===== src/sv/ble_advert_device_matcher_assert.svh =====
// Assertion macros shared by the advertisement matcher modules.
// No dependencies; take in with an include in modules that check themselves.
`ifndef BLE_ADVERT_DEVICE_MATCHER_ASSERT_SVH
`define BLE_ADVERT_DEVICE_MATCHER_ASSERT_SVH

// Check that a condition holds in the same cycle as its trigger.
`define BLEADM_ASSERT_NOW(label, clk, rst_n, ante, cons) \
	label: assert property (@(posedge clk) disable iff (!(rst_n)) (ante) |-> (cons)) \
		else $error("matcher check failed");

// Check that a condition holds in the cycle after its trigger.
`define BLEADM_ASSERT_NEXT(label, clk, rst_n, ante, cons) \
	label: assert property (@(posedge clk) disable iff (!(rst_n)) (ante) |=> (cons)) \
		else $error("matcher check failed");

`endif


===== src/sv/bleadm_pkg.sv =====
// Types, constants and device tables of the advertisement device matcher.
// No dependencies; used by every module of the block through scoped names.
package bleadm_pkg;

	localparam int MAX_SLOTS    = 16;
	localparam int MAX_MASK     = 32;
	localparam int ENTRIES_DEF  = 4;
	localparam int MASK_LEN_DEF = 32;
	localparam int USED_SLOTS   = 3;
	localparam int MAP_W        = 4;
	localparam int POS_W        = 6;

	localparam logic [POS_W-1:0] POS_MAX       = 6'd63;
	localparam logic [7:0]       WILDCARD      = 8'hFF;
	localparam logic [7:0]       NAME_END      = 8'h00;
	localparam logic [7:0]       THRESHOLD_RST = 8'hB0;

	// Shared name mask of the listed devices: "Flipper " then terminator
	localparam int FLIPPER_LEN = 9;
	localparam logic [7:0] FLIPPER_MASK [0:FLIPPER_LEN-1] = '{
		8'h46, 8'h6c, 8'h69, 8'h70, 8'h70, 8'h65, 8'h72, 8'h20, 8'h00
	};

	typedef struct packed {
		logic [23:0]       oui;
		logic signed [7:0] rssi;
		logic [7:0]        name_byte;
		logic              last;
	} in_word_t;

	typedef struct packed {
		logic             found;
		logic [MAP_W-1:0] matched_entries;
	} out_word_t;

	// Vendor prefix of each slot; unused slots read zero
	function automatic logic [23:0] oui_entry(input int e);
		logic [23:0] v;
		case (e)
			0:       v = 24'h80E126;
			1:       v = 24'h80E127;
			2:       v = 24'h0CFA22;
			default: v = 24'h000000;
		endcase
		return v;
	endfunction

	function automatic logic slot_used(input int e);
		return e < USED_SLOTS;
	endfunction

	// Mask byte of a slot at a name position
	function automatic logic [7:0] mask_byte(input int e, input logic [POS_W-1:0] k);
		logic [7:0] v;
		v = NAME_END;
		if (e < USED_SLOTS && k < POS_W'(FLIPPER_LEN))
			v = FLIPPER_MASK[k[3:0]];
		return v;
	endfunction

	// Position of the first terminator, or the limit if none; constant use only
	function automatic logic [POS_W-1:0] mask_length(input int e, input int lim);
		logic [POS_W-1:0] len;
		logic             hit;
		len = POS_W'(lim);
		hit = 1'b0;
		for (int k = 0; k < lim; k++) begin
			if (!hit && mask_byte(e, POS_W'(k)) == NAME_END) begin
				len = POS_W'(k);
				hit = 1'b1;
			end
		end
		return len;
	endfunction

endpackage


===== src/sv/bleadm_core.sv =====
// Per-entry mask tracking and final judgement of one advertisement.
// Depends on bleadm_pkg and the assertion macro header.
`include "ble_advert_device_matcher_assert.svh"

module bleadm_core #(
	parameter int ENTRIES  = bleadm_pkg::ENTRIES_DEF,
	parameter int MASK_LEN = bleadm_pkg::MASK_LEN_DEF
) (
	input  logic                  clk,
	input  logic                  arst_n,
	input  logic                  acc,
	input  bleadm_pkg::in_word_t  word,
	input  logic                  cfg_we,
	input  logic [7:0]            cfg_data,
	output logic                  res_valid,
	output bleadm_pkg::out_word_t res_word
);

	localparam int PW = bleadm_pkg::POS_W;

	logic signed [7:0] thr_q;
	logic [ENTRIES-1:0] alive_q;
	logic [PW-1:0]      pos_q;
	logic               ended_q;

	logic [ENTRIES-1:0] alive_n;
	logic [PW-1:0]      pos_n;
	logic               ended_n;
	logic               cmp_en;
	logic               rssi_ok;
	logic [ENTRIES-1:0] map;

	// Advance name position and end flag for this word
	always_comb begin
		pos_n   = pos_q;
		ended_n = ended_q;
		cmp_en  = 1'b0;
		if (!ended_q) begin
			if (word.name_byte == bleadm_pkg::NAME_END) begin
				ended_n = 1'b1;
			end else begin
				cmp_en = pos_q < PW'(MASK_LEN);
				if (pos_q < bleadm_pkg::POS_MAX)
					pos_n = pos_q + 1'b1;
			end
		end
	end

	assign rssi_ok = $signed(word.rssi) > thr_q;

	// Compare the byte against every mask in parallel and judge each entry
	for (genvar i = 0; i < ENTRIES; i++) begin : g_entry
		localparam logic [PW-1:0] LEN = bleadm_pkg::mask_length(i, MASK_LEN);
		logic [7:0] m;
		assign m = bleadm_pkg::mask_byte(i, pos_q);
		assign alive_n[i] = alive_q[i] && !(cmp_en && m != bleadm_pkg::NAME_END &&
			m != bleadm_pkg::WILDCARD && m != word.name_byte);
		assign map[i] = bleadm_pkg::slot_used(i) && alive_n[i] && rssi_ok &&
			bleadm_pkg::oui_entry(i) == word.oui && LEN <= pos_n;
	end

	// Hold the threshold register
	always_ff @(posedge clk or negedge arst_n) begin
		if (!arst_n) begin
			thr_q <= bleadm_pkg::THRESHOLD_RST;
		end else if (cfg_we) begin
			thr_q <= cfg_data;
		end
	end

	// Update per-advertisement state; restart it after the last word
	always_ff @(posedge clk or negedge arst_n) begin
		if (!arst_n) begin
			alive_q <= '1;
			pos_q   <= '0;
			ended_q <= 1'b0;
		end else if (acc) begin
			if (word.last) begin
				alive_q <= '1;
				pos_q   <= '0;
				ended_q <= 1'b0;
			end else begin
				alive_q <= alive_n;
				pos_q   <= pos_n;
				ended_q <= ended_n;
			end
		end
	end

	// Result of the last word; extra map bits dropped, missing bits zero
	assign res_valid     = acc && word.last;
	assign res_word.found = |map;
	for (genvar j = 0; j < bleadm_pkg::MAP_W; j++) begin : g_map
		if (j < ENTRIES) begin : g_bit
			assign res_word.matched_entries[j] = map[j];
		end else begin : g_pad
			assign res_word.matched_entries[j] = 1'b0;
		end
	end

	`BLEADM_ASSERT_NEXT(a_restart, clk, arst_n, acc && word.last,
		pos_q == '0 && !ended_q && alive_q == '1)
	`BLEADM_ASSERT_NEXT(a_advance, clk, arst_n,
		acc && !word.last && !ended_q && word.name_byte != bleadm_pkg::NAME_END &&
		pos_q != bleadm_pkg::POS_MAX, pos_q == $past(pos_q) + 1'b1)

endmodule


===== src/sv/bleadm_obuf.sv =====
// Two-deep result buffer: output register plus skid register.
// Depends on bleadm_pkg and the assertion macro header.
`include "ble_advert_device_matcher_assert.svh"

module bleadm_obuf (
	input  logic                  clk,
	input  logic                  arst_n,
	input  logic                  res_valid,
	input  bleadm_pkg::out_word_t res_word,
	output logic                  full,
	output logic                  out_valid,
	input  logic                  out_stall,
	output bleadm_pkg::out_word_t out_word
);

	logic                  out_valid_q;
	logic                  skid_valid_q;
	bleadm_pkg::out_word_t out_word_q;
	bleadm_pkg::out_word_t skid_word_q;
	logic                  take;

	assign take = out_valid_q && !out_stall;

	// Control: refill from skid first, park a new word in skid when blocked
	always_ff @(posedge clk or negedge arst_n) begin
		if (!arst_n) begin
			out_valid_q  <= 1'b0;
			skid_valid_q <= 1'b0;
		end else if (skid_valid_q) begin
			if (take)
				skid_valid_q <= 1'b0;
		end else if (res_valid) begin
			if (out_valid_q && !take)
				skid_valid_q <= 1'b1;
			else
				out_valid_q <= 1'b1;
		end else if (take) begin
			out_valid_q <= 1'b0;
		end
	end

	// Payload registers
	always_ff @(posedge clk) begin
		if (skid_valid_q) begin
			if (take)
				out_word_q <= skid_word_q;
		end else if (res_valid) begin
			if (out_valid_q && !take)
				skid_word_q <= res_word;
			else
				out_word_q <= res_word;
		end
	end

	assign full      = skid_valid_q;
	assign out_valid = out_valid_q;
	assign out_word  = out_word_q;

	`BLEADM_ASSERT_NOW(a_skid_behind_out, clk, arst_n, skid_valid_q, out_valid_q)
	`BLEADM_ASSERT_NEXT(a_skid_drain, clk, arst_n, skid_valid_q && take,
		out_valid_q && !skid_valid_q)

endmodule


===== src/sv/ble_advert_device_matcher.sv =====
// Top level of the advertisement device matcher.
// Depends on bleadm_pkg, bleadm_core and bleadm_obuf.
//
// Name bytes of one advertisement stream in one word per cycle on the adv
// channel, each with the advertiser OUI and signal strength; the word with
// last set closes the advertisement and yields exactly one result word with
// the found flag and the bitmap of matching table entries, registered.
// Every entry's mask byte compare runs in parallel in a single pass, so a
// word is taken each cycle; the two-deep result buffer lets input continue
// while a result waits, and input stalls only when both buffer slots hold
// unread results. The threshold is written on the cfg channel, always ready.
module ble_advert_device_matcher #(
	parameter int ENTRIES  = bleadm_pkg::ENTRIES_DEF,
	parameter int MASK_LEN = bleadm_pkg::MASK_LEN_DEF
) (
	input  logic                  clk,
	input  logic                  arst_n,
	input  logic                  adv_valid,
	output logic                  adv_stall,
	input  bleadm_pkg::in_word_t  adv_word,
	output logic                  res_valid,
	input  logic                  res_stall,
	output bleadm_pkg::out_word_t res_word,
	input  logic                  cfg_valid,
	output logic                  cfg_ready,
	input  logic [7:0]            cfg_data
);

	logic                  acc;
	logic                  full;
	logic                  core_valid;
	bleadm_pkg::out_word_t core_word;

	assign adv_stall = full;
	assign acc       = adv_valid && !full;
	assign cfg_ready = 1'b1;

	bleadm_core #(
		.ENTRIES  (ENTRIES),
		.MASK_LEN (MASK_LEN)
	) u_core (
		.clk       (clk),
		.arst_n    (arst_n),
		.acc       (acc),
		.word      (adv_word),
		.cfg_we    (cfg_valid && cfg_ready),
		.cfg_data  (cfg_data),
		.res_valid (core_valid),
		.res_word  (core_word)
	);

	bleadm_obuf u_obuf (
		.clk       (clk),
		.arst_n    (arst_n),
		.res_valid (core_valid),
		.res_word  (core_word),
		.full      (full),
		.out_valid (res_valid),
		.out_stall (res_stall),
		.out_word  (res_word)
	);

endmodule

===== config.mk =====
export PLATFORM = sky130hd
export DESIGN_NAME = ble_advert_device_matcher
export DESIGN_NICKNAME = d
export VERILOG_FILES = /design/src/sv/bleadm_pkg.sv /design/src/sv/bleadm_core.sv /design/src/sv/bleadm_obuf.sv /design/src/sv/ble_advert_device_matcher.sv
export VERILOG_INCLUDE_DIRS = /design/src /design/src/sv
export SDC_FILE = /design/constraint.sdc
export NUM_CORES = 1
export LEC_CHECK = 0
export BUFFER_PORTS_ARGS = -buffer_cell sky130_fd_sc_hd__buf_2
export CAP_MARGIN = 20
export CORE_AREA = 2 2 75 77
export CTS_CLUSTER_SIZE = 20
export DETAILED_ROUTE_END_ITERATION = 6
export DIE_AREA = 0 0 77 79
export GPL_ROUTABILITY_DRIVEN = 0
export PLACE_DENSITY_LB_ADDON = 0.1
export SYNTH_ARGS = -nofsm -noshare
export SYNTH_HDL_FRONTEND = slang
export SYNTH_HIERARCHICAL = 1
export SYNTH_SLANG_ARGS = --single-unit

===== constraint.sdc =====
create_clock -name clk -period 2.5 [get_ports clk]
set_input_delay 0.125 -clock clk [delete_from_list [all_inputs] [get_ports clk]]
set_output_delay 0.125 -clock clk [all_outputs]
set_load 0.01 [all_outputs]

==> results.cfg <==
[run_status]
status = finished, final reports clean

[drt]
first_pass_iters = 4
drc = 0
ant_nets = 0
viasPerCell = 5.03
wl_per_cell_um = 13.1
wirelength_um = 4570
first_iter_violations = 63
vias = 1751

[synthesis]
yosysSeqAreaShare_pct = 39.5
ys_warn_count = 6
synth-edff-count = 10
synth.area.top_cells = dfrtp_1 17%, edfxtp_1 15%, ha_1 8.0%, dfstp_2 7.7%, o21ai_0 3.9%
yosys.area.top_type = dfrtp_1
syn-instance-count = 210
synth.distinct_cells = 57
synth-async-reset-ratio_pct = 66.7
synth_common_cells = 18 x nand2_1, 16 x o21ai_0, 14 x dfrtp_1, 14 x nor2_1
synth_area_um2 = 2050
synth_top_area_share_pct = 17.1
synth.net_count = 277
yosys.cell_count.top_type = nand2_1
avgSynthCellArea_um2 = 9.74
synth-seq-cells = 30
ys.flop_type = dfrtp_1

[setup_path]
cp.arrival_ps = 2540
path_cells = inv_1 > ha_1 > xor2_1 > or3_4 > a211oi_2 > a31oi_1 > buf_4 > nor4_1 > mux2_4
worstSetupPathType = register to register
cp-end-kind = register
worst_ep_required_time_ps = 2650
crit_slowest_cell = dfrtp_1
critPathLaunchType = register
worst-path-max-fanout = 4
cpPeakStageDelay_ps = 390

[final_layout]
post-route-util_pct = 47.4
final-seq-area_um2 = 808
drive_gt1_share_pct = 36.2
synthToLayoutAreaGrowth_pct = 23.5
nNetsFinal = 342
nFillCells = 549
antenna_cells = 0
multi_input_area_um2 = 1150

[pwr]
leakage_nw = 1.12
switchingPower_w = 0.000616
peakVddDrop_mv = 0.380
powerDensity_nw_per_um2 = 699
power_frac_comb_pct = 39.3
p_sw_share_pct = 34.9
clkPwrFrac_pct = 21.4
intPower_w = 0.00115
p_seq_share_pct = 39.2

[worst_hold_path]
hp-class = input pin to register

[timing]
relSlewSlack_pct = 66.5
hold_viol = 0
min_period_over_period_pct = 95.4
tightest_slew_ps = 503
period_needed_ps = 2380
setup_viol = 0
slew_violations = 0
holdWs_ps = 61.1
clock.fmax_ghz = 0.419
setup_ws_ps = 115
skew_ps = 4.80
rsz0062_at_grt = yes

[global_route]
overflow = 0
grt_max_degree = 21
antenna_found_initial = 0
track_usage_pct = 16.0
grt_pass1_vias = 1731
grt_pass1_wl_um = 7760

[clocking]
insertion_delay_ps = 280
htreeDepth = 2
cts_root_buf = clkbuf_8
cts_tree = built
path_clk_slew_ps = 70
clock-sinks = 30
clk_path_buf_depth = 2
cts_made_buffers = 5

[floorplanning]
rows = 27
chipHeight_um = 79
io_pins = 62
design.core.area_um2 = 5340
initial_core_util_pct = 38.3
die_area_um2 = 6080
die_w_um = 77

[placement]
post-place-ws_ps = 94.5
dp.final_hpwl_um = 3590
portBuffers = 60

[flow_run]
cap_violations = 0
final cells by class:
type / count / share of cell area [%]
Clock inverter: 3 / 0.644
Timing Repair Buffer: 66 / 13.8
Inverter: 13 / 1.93
Clock buffer: 5 / 2.72
Sequential cell: 30 / 32.0
Tap cell: 72 / 3.56
Multi-Input combinational cell: 159 / 45.4
per-layer routing:
metal	up-vias	part of all wire (%)	global-route usage, %
met5	-	0	0
met4	0	0.55	4.29
met3	2	5.9	4.43
met2	51	46	26.1
met1	805	48	21.0
li1	893	-	-
worst paths after layout:
check	startpoint	end	slack (ps)	cells after the start
worst max register to register	u_core/pos_q[0]	u_obuf/out_word[4]	120	9
min in group asynchronous	arst_n	u_core/pos_q[0]	350	2
worst max-delay path	u_core/pos_q[0]	u_obuf/out_word[4]	120	9
worst min-delay path	cfg_data[2]	u_core/thr_q[2]	60	3
max in group asynchronous	arst_n	u_core/alive_q[1]	1790	2
worst min register to register	u_core/thr_q[4]	u_core/thr_q[4]	510	2
stage by stage:
step	area, um^2	setup TNS [ps]	std cells	total power, W
after floorplan	2050	0	210	0.00121
after global placement	2420	0	339	0.00140
after detailed placement	2420	0	339	0.00140
after CTS	2510	0	348	0.00179
after global routing	2530	-41.8	348	0.00190
final	2530	0	348	0.00177
power by group through the flow:
stage / Combinational, W / Clock, W / Sequential (W)
2_1_floorplan: 0.000497 / 0 / 0.000709
3_3_place_gp: 0.000698 / 0 / 0.000703
3_5_place_dp: 0.000696 / 0 / 0.000703
4_1_cts: 0.000701 / 0.000397 / 0.000694
5_1_grt: 0.000781 / 0.000415 / 0.000709
6_report: 0.000695 / 0.000378 / 0.000693
registers in the layout (all words and copies together), names as in the netlist:
name / cells
u_core/alive_q: 3
u_core/ended_q: 1
u_core/pos_q: 6
u_core/thr_q: 8
u_obuf/full: 1
u_obuf/out_valid: 1
u_obuf/out_word: 5
u_obuf/skid_word_q: 5
worst max-delay path, delay by kind of cell (launching register included):
kind	cells	cell delay, ps
simple gates	2	700
flops	1	390
compound gates	2	290
buf+inv	2	250
fa+ha+maj	1	240
mux	1	220
xor+xnor	1	170
layout by cell type (no fill, tap or decap), types with 5 or more instances in the layout:
cell type   n
dfrtp_1    14
o21ai_0    16
nand3_1     8
mux2_4      5
clkbuf_8    5
nor2_1     14
inv_1      13
ha_1       13
buf_4       5
nand2_1    18
nor3_1      6
buf_2      60
dfstp_2     6
edfxtp_1   10
a21oi_1    12
cell families after synthesis:
family | share of synthesized area (%)
fa+ha+maj | 7.95
flops | 39.5
buf+inv | 5.01
other cells | 0.367
mux | 5.75
simple gates | 23.1
xor+xnor | 2.14
compound gates | 16.2
repair_timing:
action	CTS	global route
endpoints found under the hold margin	14	0
setup buffers	0	0
hold buffers	1	0
resized for setup	0	3
setup endpoints to repair	0	5
Power figures use the tool's default switching activity.
